--- config.mk ---
export PLATFORM = sky130hd
export DESIGN_NAME = earliest_finish_job_dispatch
export DESIGN_NICKNAME = d
export VERILOG_FILES = /design/src/hw/rtl/ejd_pkg.sv /design/src/hw/rtl/earliest_finish_job_dispatch.sv /design/src/hw/rtl/ejd_ram.sv
export SDC_FILE = /design/constraint.sdc
export NUM_CORES = 2
export LEC_CHECK = 0
export CAP_MARGIN = 10
export CORE_MARGIN = 2
export CORE_UTILIZATION = 50
export DETAILED_ROUTE_END_ITERATION = 16
export DONT_BUFFER_PORTS = 1
export PLACE_DENSITY = 0.76
export SLEW_MARGIN = 30
export SYNTH_ARGS = -nofsm -noshare
export SYNTH_HDL_FRONTEND = slang
export SYNTH_SLANG_ARGS = --single-unit
--- constraint.sdc ---
create_clock -name i_clk -period 6.8 [get_ports i_clk]
set_input_delay 0.68 -clock i_clk [delete_from_list [all_inputs] [get_ports i_clk]]
set_output_delay 0.68 -clock i_clk [all_outputs]
set_load 0.03 [all_outputs]
--- src/hw/rtl/ejd_pkg.sv ---
`default_nettype none

package ejd_pkg;

    localparam int TIME_W    = 16;
    localparam int LOAD_W    = 28;
    localparam int FIN_W     = LOAD_W + 1;
    localparam int JOBS_W    = 12;
    localparam int MULT_W    = 12;
    localparam int TOTAL_W   = 40;
    localparam int CFG_IDX_W = 2;
    localparam int CFG_DAT_W = 12;
    localparam int STEP_W    = 4;

    // Configuration register indexes.
    localparam logic [CFG_IDX_W-1:0] CFG_JOB_COUNT = 2'd0;
    localparam logic [CFG_IDX_W-1:0] CFG_ROW_MULT  = 2'd1;

    typedef logic [STEP_W-1:0] t_step;

    // Microprogram step addresses.
    localparam t_step S_LOAD   = 4'd0;
    localparam t_step S_CLEAR  = 4'd1;
    localparam t_step S_JOB    = 4'd2;
    localparam t_step S_SCAN   = 4'd3;
    localparam t_step S_DRAIN  = 4'd4;
    localparam t_step S_UPDATE = 4'd5;
    localparam t_step S_PEAK   = 4'd6;
    localparam t_step S_PDRAIN = 4'd7;
    localparam t_step S_MUL    = 4'd8;
    localparam t_step S_EMIT   = 4'd9;

    typedef enum logic [2:0] {
        C_NEVER,     // fall through to the next step
        C_ALWAYS,    // unconditional jump
        C_LAST,      // marked item transferred on the input channel
        C_IDX_MORE,  // worker index has not reached the last worker
        C_NO_JOBS,   // no jobs left to hand out
        C_OUT_FREE   // output register can take a new result
    } t_cond;

    typedef enum logic [1:0] {
        IDX_HOLD,
        IDX_CLR,
        IDX_STEP     // increment while looping, clear on exit
    } t_idx_op;

    typedef struct packed {
        logic    accept;
        logic    clr_we;
        logic    ld_jobs;
        logic    rst_best;
        logic    rd_en;
        logic    peak_mode;
        logic    upd_we;
        logic    dec_jobs;
        logic    mul_en;
        logic    emit;
        t_idx_op idx_op;
        t_cond   cond;
        logic    stay;       // hold on this step while the condition is false
        t_step   target;
    } t_uop;

    function automatic t_uop ucode_rom(input t_step step);
        t_uop u;
        u.accept    = 1'b0;
        u.clr_we    = 1'b0;
        u.ld_jobs   = 1'b0;
        u.rst_best  = 1'b0;
        u.rd_en     = 1'b0;
        u.peak_mode = 1'b0;
        u.upd_we    = 1'b0;
        u.dec_jobs  = 1'b0;
        u.mul_en    = 1'b0;
        u.emit      = 1'b0;
        u.idx_op    = IDX_HOLD;
        u.cond      = C_NEVER;
        u.stay      = 1'b0;
        u.target    = S_LOAD;
        case (step)
            S_LOAD: begin
                u.accept = 1'b1;
                u.idx_op = IDX_CLR;
                u.cond   = C_LAST;
                u.stay   = 1'b1;
                u.target = S_CLEAR;
            end
            S_CLEAR: begin
                u.clr_we  = 1'b1;
                u.ld_jobs = 1'b1;
                u.idx_op  = IDX_STEP;
                u.cond    = C_IDX_MORE;
                u.target  = S_CLEAR;
            end
            S_JOB: begin
                u.rst_best = 1'b1;
                u.cond     = C_NO_JOBS;
                u.target   = S_PEAK;
            end
            S_SCAN: begin
                u.rd_en  = 1'b1;
                u.idx_op = IDX_STEP;
                u.cond   = C_IDX_MORE;
                u.target = S_SCAN;
            end
            S_DRAIN: begin
                u.cond = C_NEVER;
            end
            S_UPDATE: begin
                u.upd_we   = 1'b1;
                u.dec_jobs = 1'b1;
                u.cond     = C_ALWAYS;
                u.target   = S_JOB;
            end
            S_PEAK: begin
                u.rd_en     = 1'b1;
                u.peak_mode = 1'b1;
                u.idx_op    = IDX_STEP;
                u.cond      = C_IDX_MORE;
                u.target    = S_PEAK;
            end
            S_PDRAIN: begin
                u.cond = C_NEVER;
            end
            S_MUL: begin
                u.mul_en = 1'b1;
            end
            S_EMIT: begin
                u.emit   = 1'b1;
                u.cond   = C_OUT_FREE;
                u.stay   = 1'b1;
                u.target = S_LOAD;
            end
            default: begin
                u.cond   = C_ALWAYS;
                u.target = S_LOAD;
            end
        endcase
        return u;
    endfunction

endpackage

`default_nettype wire

--- src/hw/rtl/earliest_finish_job_dispatch.sv ---
// Earliest-finish job dispatch over a set of workers.
// Input stream: each transfer carries one worker's per-job time in tdata; the
// transfer with tlast high ends the worker list and starts a run. Workers
// beyond MAX_WORKERS are dropped, but a dropped tlast still starts the run.
// During a run, job_count identical jobs are handed out one at a time, each
// to the worker whose finish time would be smallest (lowest index on a tie).
// The output stream then carries one transfer: the largest load times
// row_multiplier, 40 bits wide.
// Configuration: a separate write channel, always ready, with register index
// 0 for job_count and 1 for row_multiplier; write it only while idle.
// Throughput: worker items are taken one per cycle while a list is loading.
// A small microprogram sequences the run; the scan reads one worker per cycle
// from the time and load memories, so each job is a scan, a drain and an
// update step, and the load clear and final peak search sweep every worker.
// The input channel is not ready during a run. A result that the receiver
// stalls waits in the output register; the next worker list is taken
// meanwhile, and the next run only holds at its last step until it drains.
// Reset is synchronous and active low; it clears both registers, the worker
// count, the sequencer and the output valid flag.
`default_nettype none

module earliest_finish_job_dispatch #(
    parameter int MAX_WORKERS = 16,
    localparam int IW = (MAX_WORKERS > 1) ? $clog2(MAX_WORKERS) : 1,
    localparam int CW = $clog2(MAX_WORKERS + 1)
) (
    input  wire logic                             i_clk,
    input  wire logic                             i_rst_n,
    // Worker stream. tdata: job_time[15:0].
    input  wire logic                             i_s_axis_tvalid,
    output logic                                  o_s_axis_tready,
    input  wire logic [ejd_pkg::TIME_W-1:0]       i_s_axis_tdata,
    input  wire logic                             i_s_axis_tlast,
    // Result stream. tdata: total_time[39:0].
    output logic                                  o_m_axis_tvalid,
    input  wire logic                             i_m_axis_tready,
    output logic      [ejd_pkg::TOTAL_W-1:0]      o_m_axis_tdata,
    // Configuration write channel.
    input  wire logic                             i_cfg_valid,
    output logic                                  o_cfg_ready,
    input  wire logic [ejd_pkg::CFG_IDX_W-1:0]    i_cfg_index,
    input  wire logic [ejd_pkg::CFG_DAT_W-1:0]    i_cfg_data
);

    import ejd_pkg::*;

    // Sequencer and configuration state.
    t_step               r_pc, n_pc;
    t_uop                uop;
    logic [JOBS_W-1:0]   r_job_count;
    logic [MULT_W-1:0]   r_row_mult;

    // Worker bookkeeping.
    logic [CW-1:0]       r_count;
    logic [IW-1:0]       r_last_idx;   // index of the final worker of the run
    logic [IW-1:0]       r_idx;
    logic [JOBS_W-1:0]   r_jobs_left;

    // Scan pipeline: memory read data is registered and returns in the cycle after the read.
    logic                r_rd_vld;
    logic                r_rd_peak;
    logic [IW-1:0]       r_rd_idx;
    logic                r_first;
    logic [FIN_W-1:0]    r_best_fin;
    logic [IW-1:0]       r_best_idx;
    logic [LOAD_W-1:0]   r_peak;
    logic [TOTAL_W-1:0]  r_prod;
    logic [TOTAL_W-1:0]  prod;

    // Output register.
    logic                r_out_vld;
    logic [TOTAL_W-1:0]  r_out_data;

    logic                in_xfer;
    logic                cond_true;
    logic                idx_more;
    logic                out_free;
    logic                time_we;
    logic                load_we;
    logic [IW-1:0]       load_waddr;
    logic [LOAD_W-1:0]   load_wdata;
    logic [TIME_W-1:0]   time_rdata;
    logic [LOAD_W-1:0]   load_rdata;
    logic [FIN_W-1:0]    fin;

    assign uop      = ucode_rom(r_pc);
    assign in_xfer  = i_s_axis_tvalid && uop.accept;
    assign idx_more = (r_idx != r_last_idx);
    assign out_free = !r_out_vld || i_m_axis_tready;

    assign o_s_axis_tready = uop.accept;
    assign o_cfg_ready     = 1'b1;
    assign o_m_axis_tvalid = r_out_vld;
    assign o_m_axis_tdata  = r_out_data;

    always_comb begin
        case (uop.cond)
            C_NEVER:    cond_true = 1'b0;
            C_ALWAYS:   cond_true = 1'b1;
            C_LAST:     cond_true = in_xfer && i_s_axis_tlast;
            C_IDX_MORE: cond_true = idx_more;
            C_NO_JOBS:  cond_true = (r_jobs_left == '0);
            C_OUT_FREE: cond_true = out_free;
            default:    cond_true = 1'b0;
        endcase
        if (cond_true) begin
            n_pc = uop.target;
        end else if (uop.stay) begin
            n_pc = r_pc;
        end else begin
            n_pc = r_pc + 1'b1;
        end
    end

    // Worker times are written only while the list is loading and only into
    // free slots; the load memory is cleared by the sweep or updated with the
    // winning finish time.
    assign time_we    = in_xfer && (r_count < CW'(MAX_WORKERS));
    assign load_we    = uop.clr_we || uop.upd_we;
    assign load_waddr = uop.upd_we ? r_best_idx : r_idx;
    assign load_wdata = uop.upd_we ? r_best_fin[LOAD_W-1:0] : '0;
    assign fin        = FIN_W'(load_rdata) + FIN_W'(time_rdata);
    assign prod       = TOTAL_W'(r_peak) * TOTAL_W'(r_row_mult);

    ejd_ram #(
        .WIDTH (TIME_W),
        .DEPTH (MAX_WORKERS)
    ) u_time_ram (
        .i_clk   (i_clk),
        .i_we    (time_we),
        .i_waddr (r_count[IW-1:0]),
        .i_wdata (i_s_axis_tdata),
        .i_re    (uop.rd_en),
        .i_raddr (r_idx),
        .o_rdata (time_rdata)
    );

    ejd_ram #(
        .WIDTH (LOAD_W),
        .DEPTH (MAX_WORKERS)
    ) u_load_ram (
        .i_clk   (i_clk),
        .i_we    (load_we),
        .i_waddr (load_waddr),
        .i_wdata (load_wdata),
        .i_re    (uop.rd_en),
        .i_raddr (r_idx),
        .o_rdata (load_rdata)
    );

    // Control state.
    always_ff @(posedge i_clk) begin
        if (!i_rst_n) begin
            r_pc        <= S_LOAD;
            r_job_count <= '0;
            r_row_mult  <= '0;
            r_count     <= '0;
            r_rd_vld    <= 1'b0;
            r_out_vld   <= 1'b0;
        end else begin
            r_pc     <= n_pc;
            r_rd_vld <= uop.rd_en;
            if (i_cfg_valid) begin
                case (i_cfg_index)
                    CFG_JOB_COUNT: r_job_count <= i_cfg_data;
                    CFG_ROW_MULT:  r_row_mult  <= i_cfg_data;
                    default:       ;
                endcase
            end
            if (in_xfer) begin
                if (i_s_axis_tlast) begin
                    r_count <= '0;
                end else if (time_we) begin
                    r_count <= r_count + 1'b1;
                end
            end
            if (uop.emit && out_free) begin
                r_out_vld <= 1'b1;
            end else if (i_m_axis_tready) begin
                r_out_vld <= 1'b0;
            end
        end
    end

    // Datapath registers.
    always_ff @(posedge i_clk) begin
        if (in_xfer && i_s_axis_tlast) begin
            r_last_idx <= time_we ? r_count[IW-1:0] : IW'(MAX_WORKERS - 1);
        end
        case (uop.idx_op)
            IDX_HOLD: ;
            IDX_CLR:  r_idx <= '0;
            IDX_STEP: r_idx <= idx_more ? r_idx + 1'b1 : '0;
            default:  ;
        endcase
        if (uop.ld_jobs) begin
            r_jobs_left <= r_job_count;
            r_peak      <= '0;
        end else if (uop.dec_jobs) begin
            r_jobs_left <= r_jobs_left - 1'b1;
        end
        r_rd_peak <= uop.peak_mode;
        r_rd_idx  <= r_idx;
        if (uop.rst_best) begin
            r_first <= 1'b1;
        end else if (r_rd_vld && !r_rd_peak) begin
            r_first <= 1'b0;
        end
        // Strict less-than keeps the lowest index on equal finish times.
        if (r_rd_vld && !r_rd_peak && (r_first || fin < r_best_fin)) begin
            r_best_fin <= fin;
            r_best_idx <= r_rd_idx;
        end
        if (r_rd_vld && r_rd_peak && load_rdata > r_peak) begin
            r_peak <= load_rdata;
        end
        if (uop.mul_en) begin
            r_prod <= prod;
        end
        if (uop.emit && out_free) begin
            r_out_data <= r_prod;
        end
    end

endmodule

`default_nettype wire

--- src/hw/rtl/ejd_ram.sv ---
`default_nettype none

module ejd_ram #(
    parameter int WIDTH = 16,
    parameter int DEPTH = 16,
    localparam int AW   = (DEPTH > 1) ? $clog2(DEPTH) : 1
) (
    input  wire logic             i_clk,
    input  wire logic             i_we,
    input  wire logic [AW-1:0]    i_waddr,
    input  wire logic [WIDTH-1:0] i_wdata,
    input  wire logic             i_re,
    input  wire logic [AW-1:0]    i_raddr,
    output logic      [WIDTH-1:0] o_rdata
);

    logic [WIDTH-1:0] r_mem [DEPTH];

    always_ff @(posedge i_clk) begin
        if (i_we) begin
            r_mem[i_waddr] <= i_wdata;
        end
        if (i_re) begin
            o_rdata <= r_mem[i_raddr];
        end
    end

endmodule

`default_nettype wire

* After elaboration in Yosys (flattened, before gate mapping)
Memory sizes are Yosys's and may differ from the RTL's. A register that Yosys moved wholly into a read port is not among the register bits. Cells that the tools add are included.
Word-level totals: bits in registers 202, bits in latches 0, memory bits (writable) 704, memory bits (read-only) 0, input port bits 36, logic and storage cells 108, memories 2
Memories:
- u_load_ram.r_mem | words 16, width 28, rd ports 1, clocked after Yosys merged registers in 1, wr ports 1, line ejd_ram.sv:17 | logic [WIDTH-1:0] r_mem [DEPTH];
- u_time_ram.r_mem | words 16, width 16, rd ports 1, clocked after Yosys merged registers in 1, wr ports 1, line ejd_ram.sv:17
Cells by class: add/sub/neg operators 5, $mul 1, div/mod/pow operators 0, $lt $le $gt $ge 3, equality and inequality tests 19, shifts and indexed selects 0, mux-type cells 31, bitwise logic cells 0, reduce and logical (&&, ||, !) cells 30
Operators with widths (number):
- 2-to-1 mux 28 bit | 3
- multiplier 28 x 12 -> 40 bit | 1
- adder 28 x 16 -> 29 bit | 1
- less-than comparator 29 bit | 1
- greater-than comparator 28 bit | 1
- 2-to-1 mux 12 bit | 2
- equality test 4 x 3 -> 1 bit (second input constant) | 4
- 2-to-1 mux 4 bit | 4
- one-hot mux 3 bit (5 select lines) | 1
- 2-to-1 mux 1 bit | 13
- logical NOT 12 bit | 1
- one-hot mux 3 bit (4 select lines) | 1
- subtractor 12 x 1 -> 12 bit (second input constant) | 1
- 2-to-1 mux 5 bit | 2
- nonzero test 2 bit | 5
- adder 4 x 1 -> 4 bit (second input constant) | 2
- equality test 4 x 2 -> 1 bit (second input constant) | 2
- equality test 4 bit (second input constant) | 2
- logical AND 1 bit | 8
- one-hot mux 4 bit (2 select lines) | 1
- OR reduction 2 bit | 4
- equality test 3 x 2 -> 1 bit (second input constant) | 2
- equality test 3 bit (second input constant) | 2
- AND reduction 2 bit | 3
- 16 further kinds | 22

* Depth between registers and ports, before layout
depth in word-level cells 6, depth in mapped cells 22

* Cells and area by module
Synthesis repeated with hierarchy kept, for this count alone.
Unflattened totals: cells, all modules 3242, area, all modules 48092.4 µm²
By module, submodules not included:
- earliest_finish_job_dispatch | instances 1, cells each 2075, area each 20085.5 µm², sequential area each 5655.4 µm²
- ejd_ram at u_load_ram | instances 1, cells each 735, area each 17803.3 µm², sequential area each 14293.7 µm²
- ejd_ram at u_time_ram | instances 1, cells each 432, area each 10203.5 µm², sequential area each 8167.8 µm²

* Worst setup path before layout
No wires, ideal clock.
path kind flip-flop to flip-flop, start point reg u_load_ram.o_rdata[0] (read register of u_load_ram.r_mem), end point reg r_best_fin[0] (enable), setup time 438 ps, data arrival time 5542 ps, required time 6362 ps, path slack 821 ps, cell stages (with the launch flop) 22, path buffers 0, period minus slack after synthesis 5979 ps, cells stage by stage edfxtp_1 ha_1 fa_1 a21o_1 a21oi_1 o21ai_1 a211oi_1 o31ai_1 a21oi_1 nor2_1 nand3_1 xnor2_1 ha_1 a21o_1 a21o_1 a21oi_1 nor2b_1 o21ai_0 a21oi_1 a2111oi_0 nand2_1 a22oi_1
Between the ends: longest elaborated chain between the ends 4
Ends and longest elaborated chain:
- from (decl) | line ejd_ram.sv:14 | output logic [WIDTH-1:0] o_rdata
- adder 28 x 16 -> 29 bit | line earliest_finish_job_dispatch.sv:122 | assign fin = FIN_W'(load_rdata) + FIN_W'(time_rdata);
- via fin[22] | line earliest_finish_job_dispatch.sv:84 | logic [FIN_W-1:0] fin;
- less-than comparator 29 bit | line earliest_finish_job_dispatch.sv:210 | if (r_rd_vld && !r_rd_peak && (r_first || fin < r_best_fin)) begin
- logical OR 1 bit | line earliest_finish_job_dispatch.sv:210
- logical AND 1 bit | line earliest_finish_job_dispatch.sv:210
- to (signal assigned) | line earliest_finish_job_dispatch.sv:211 | r_best_fin <= fin;
- to (decl) | line earliest_finish_job_dispatch.sv:64 | logic [FIN_W-1:0] r_best_fin;
The timed path passes the listed nets, and every way through them passes these cells. A chain may end at the register's enable or synchronous reset.

* Final worst setup path
start point reg r_row_mult[6], end point reg r_prod[35] (data pin)
Between the ends: longest elaborated chain between the ends 1
Ends and longest elaborated chain:
- from (decl) | line earliest_finish_job_dispatch.sv:51 | logic [MULT_W-1:0] r_row_mult;
- from (signal assigned) | line earliest_finish_job_dispatch.sv:166 | CFG_ROW_MULT: r_row_mult <= i_cfg_data;
- multiplier 28 x 12 -> 40 bit | line earliest_finish_job_dispatch.sv:123 | assign prod = TOTAL_W'(r_peak) * TOTAL_W'(r_row_mult);
- via prod[35] | line earliest_finish_job_dispatch.sv:68 | logic [TOTAL_W-1:0] prod;
- to (signal assigned) | line earliest_finish_job_dispatch.sv:218 | r_prod <= prod;
- to (decl) | line earliest_finish_job_dispatch.sv:67 | logic [TOTAL_W-1:0] r_prod;
The timed path passes the listed nets, and every way through them passes these cells.

==> summary.md <==
| Metric | Value |
|---|---|
| Setup crit start kind | register |
| Core Box Area | 94900 um2 |
| Routed wire length | 105000 um |
| Initial core utilization | 0.503 |
| Synth async-reset ratio | 0 |
| I/O Pins | 79 |
| Avg Vias per Cell | around 5.8 |
| Unrepaired setup endpoints after global routing | false |
| Post-Synth XOR/XNOR Area | 0.0136 |
| Count of max-cap constraint violations | 0 |
| Number of global-route vias before repair | 26900 |
| CP most frequent cell | fa_1 |
| Syn_area_per_cell | 15.4 um2 |
| Worst vdd ir | about 260 uV |
| Post-CTS setup buffer count | 0 |
| Synthesized Nets | 3563 |
| Synth top area share | 0.572 |
| Gate Count Post-Synth | 3104 |
| Setup tns final | 0 ns |
| Met3 usage | 0.0449 |
| GPL Wtd Cong | 0.863 |
| GRT Total Usage | 0.219 |
| Reg clk slew, reported paths | 0.06 ns |
| Gr ovfl total | 0 |
| Slew headroom | 0.334 |
| Synth Flop Type | edfxtp_1 |
| Crit-path leading delay family | adder cells |
| Final HPWL DP | 62400 um |
| Yosys reg bits | 950 |
| Crit-path max cell delay | 0.55 ns |
| Period utilisation layout | 0.892 |
| H-tree levels | 3 |
| Worst-Skew Late Latency | between 0.6 and 0.7 ns |
| Initial antenna violation count | 3 |
| Leak | slightly below 20 nW |
| Top cells by area, synth | edfxtp_1 57%, fa_1 11%, mux4_2 10%, ha_1 4.2%, inv_1 2.9% |
| YS warnings | 0 |
| Clk pwr share | 0.312 |
| CP Buf/Inv Count | 4 |
| Layout Utilization | 0.554 |
| Sw frac | 0.290 |
| Die Y | approximately 310 um |
| Antenna-violating nets left | 0 |
| Synth Area in Adders | 0.152 |
| Seq pwr share | 0.443 |
| Netlist cell types | 67 |
| Status | finished clean |
| Post-CTS Resized | 0 |
| Met2 Track Usage GR | 0.355 |
| Setup CP Type | register to register |
| Post-synthesis sequential area ratio | 0.589 |
| Worst path cell trace | buf_4 -> nand2_1 -> fa_1 -> inv_1 -> fa_1 -> fa_1 -> fa_1 -> inv_1 -> fa_1 -> inv_1 -> ha_1 -> a211oi_1 -> nand3b_1 -> o21ai_1 -> a31oi_1 -> a32o_1 -> a41o_1 -> o21ai_2 -> or4b_1 -> nand4_1 |
| Least-Margin Pin Slew | approximately 1.0 ns |
| Hold WC Path Type | input port to register |
| Busiest layer in global routing | met2 |
| Largest family of logic cells by synthesized area | adder cells |
| Vias post-DR | between 20000 and 30000 |
| Worst Setup SP | r_row_mult[6]$_SDFFE_PN0P_ |
| Clk sinks | 950 |
| Rows | 113 |
| Area leader, netlist | edfxtp_1 |
| Mux contribution to synthesized area | 0.109 |
| Fin crit period | just over 6 ns |
| Synth Area in Compound Gates | 0.0304 |
| Layout cells sized above 1 | 0.148 |
| CTS tree | built |
| Final Hold Viols | 0 |
| Root Buffer | clkbuf_16 |
| CP arrival | 6.55 ns |
| Worst R2R Start | r_row_mult[6]$_SDFFE_PN0P_ |
| Hold path start | i_s_axis_tdata[9] |
| Antenna diodes | 0 |
| Cts bufs inserted | 95 |
| Net Switching | around 4.7 mW |
| Number of I/O port buffers | 0 |
| Pwr/cell area | 311 nW/um2 |
| Initial DRT Pass Iterations | 5 |
| Worst Setup End Kind | register |
| Drt drc | 0 |
| Detailed Route Iter0 Violations | 2688 |
| Hold bufs inserted after CTS | 0 |
| Fill cells | a little over 7000 |
| Detail-routed net length per standard cell | between 20 and 25 um |
| Synth-to-Final Area Change | 10.0% |
| Global-route wire length before repair | 162000 um |
| WP data required | 7.28 ns |
| Worst Skew | 0.0619 ns |
| Simple-Gate Fraction of Synth Area | 0.0665 |
| Fin nets | 3583 |
| Combinational fraction of design power | 0.245 |
| Met1 Usage GRT | 0.297 |
| Bufs on Longest Clock Path | 3 |
| Crit-path slowest cell | fa_1 |
| Final Max Slew Viols | 0 |
| DIE WIDTH | 313 um |
| Die area | 98000 um2 |
| Maximum clock rate | 165 MHz |
| Max Fanout on Critical Path | 21 |
| Final setup viols | 0 |
| Mapped cell area | roughly 48000 um2 |
| Largest net degree at the start of global routing | 100 |
| Int Pwr | 11.6 mW |
| Post-synth EDFFs | just over 900 |
-- cell usage after synthesis, types with 12 or more instances --
| cell | number |
|---|---|
| xnor2_1 | 60 |
| ha_1 | 162 |
| xor2_1 | 14 |
| nand2_1 | 289 |
| mux4_2 | 220 |
| and3_1 | 12 |
| nor2b_1 | 15 |
| mux2i_1 | 25 |
| nor2_1 | 145 |
| a21oi_1 | 86 |
| fa_1 | 261 |
| a21o_1 | 29 |
| o21ai_0 | 25 |
| buf_1 | 27 |
| edfxtp_1 | 909 |
| dfxtp_1 | 41 |
| nor3_1 | 19 |
| nand3_1 | 18 |
| nand2b_1 | 14 |
| nand4_1 | 19 |
| inv_1 | 364 |
| and2_1 | 130 |
| clkbuf_1 | 112 |
-- metal layers --
metal,vias to the layer above,share of wire
li1,11100,-
met1,13300,0.39
met2,1216,0.49
met3,213,0.088
met4,6,0.031
met5,-,0.00044
-- sequential cells by signal, indices dropped and copies added, names as in the netlist, 4 cells and up --
name,count
r_prod,40
o_m_axis_tdata,40
r_job_count,12
r_row_mult,12
u_time_ram.o_rdata,16
r_idx,4
r_pc,4
r_last_idx,4
r_count,5
r_best_fin,29
u_time_ram.r_mem,256
u_load_ram.o_rdata,28
r_rd_idx,4
r_jobs_left,12
u_load_ram.r_mem,448
r_best_idx,4
r_peak,28
-- worst register-to-register path, cell delays in order, from the launching register on --
cell,delay (ns)
dfxtp_1,0.52
buf_4,0.34
nand2_1,0.14
fa_1,0.55
inv_1,0.05
fa_1,0.55
fa_1,0.44
fa_1,0.52
inv_1,0.05
fa_1,0.47
inv_1,0.04
ha_1,0.37
a211oi_1,0.31
nand3b_1,0.12
o21ai_1,0.10
a31oi_1,0.08
a32o_1,0.29
a41o_1,0.27
o21ai_2,0.16
or4b_1,0.44
nand4_1,0.08
-- logic make-up (layout without fill, tap and decap cells) --
family / count (synthesis) / in the layout
muxes: 245 / 245
AOI/OAI and AO/OA: 223 / 223
adders and majority gates: 423 / 423
other: 1 / 1
buffers and inverters: 504 / 600
DFF: 950 / 950
xor gates and xnor gates: 74 / 74
and+or+nand+nor: 684 / 684
-- power groups by stage --
| stage | clock (mW) | sequential, mW | combinational (mW) |
|---|---|---|---|
| 4_1_cts | 5.18 | 7.23 | 4.04 |
| 5_1_grt | 5.36 | 7.27 | 4.38 |
| 2_1_floorplan | 0 | 7.12 | 3.12 |
| 3_5_place_dp | 0 | 7.34 | 4.00 |
| 3_3_place_gp | 0 | 7.33 | 3.92 |
| 6_report | 5.09 | 7.24 | 4.01 |
-- through the flow --
step	worst slack [ns]	total power [mW]	cell area, um2	hold WS (ns)	cells
5_1_grt	0.483	17.0	52500	0.0724	4465
6_report	0.733	16.3	52500	0.0964	4465
3_3_place_gp	0.916	11.3	49500	0.386	4291
2_1_floorplan	0.821	10.2	47700	0.346	3104
4_1_cts	0.777	16.5	52500	0.0628	4464
3_5_place_dp	0.821	11.3	49500	0.389	4291
-- area by class of cell --
type / count / area, um2 / area share
clock inverters: 58 / 520 / 0.00991
flip-flops and latches: 950 / 28100 / 0.535
multi-input cells: 1650 / 18000 / 0.342
inverters: 364 / 1370 / 0.0260
repair buffers: 63 / 508 / 0.00967
well taps: 1265 / 1580 / 0.0301
clock buffers: 115 / 2490 / 0.0475
-- cells in the final DEF, fill, tap and decap left out, types with 8 or more instances in the layout --
master,synthesis,routed
edfxtp_1,909,909
inv_1,364,363
nand2_1,289,288
fa_1,261,261
mux4_2,220,220
ha_1,162,162
and2_1,130,130
nor2_1,145,116
clkbuf_16,0,96
a21oi_1,86,85
xnor2_1,60,60
buf_4,1,59
dfxtp_1,41,41
a21o_1,29,28
o21ai_0,25,25
mux2i_1,25,25
clkinv_1,0,20
nand4_1,19,19
clkinv_2,0,19
nand3_1,18,18
nor2_4,0,17
clkbuf_1,112,17
nor2b_1,15,15
nor3_1,19,15
nand2b_1,14,14
xor2_1,14,14
nor2_2,0,12
and3_1,12,11
a211oi_1,9,9
a31oi_1,11,9
o21ai_1,8,8
-- final timing paths --
path	endpoint	slack, ns	cells past startpoint
hold reg to reg	r_best_idx[2]$_DFFE_PP_	0.40	0
setup reg to reg	r_prod[35]$_DFFE_PP_	0.73	20
hold / removal	u_time_ram.r_mem[6][9]$_DFFE_PP_	0.1	0
setup / recovery	r_prod[35]$_DFFE_PP_	0.73	20
Note: power is estimated with default switching activity, not from simulation.
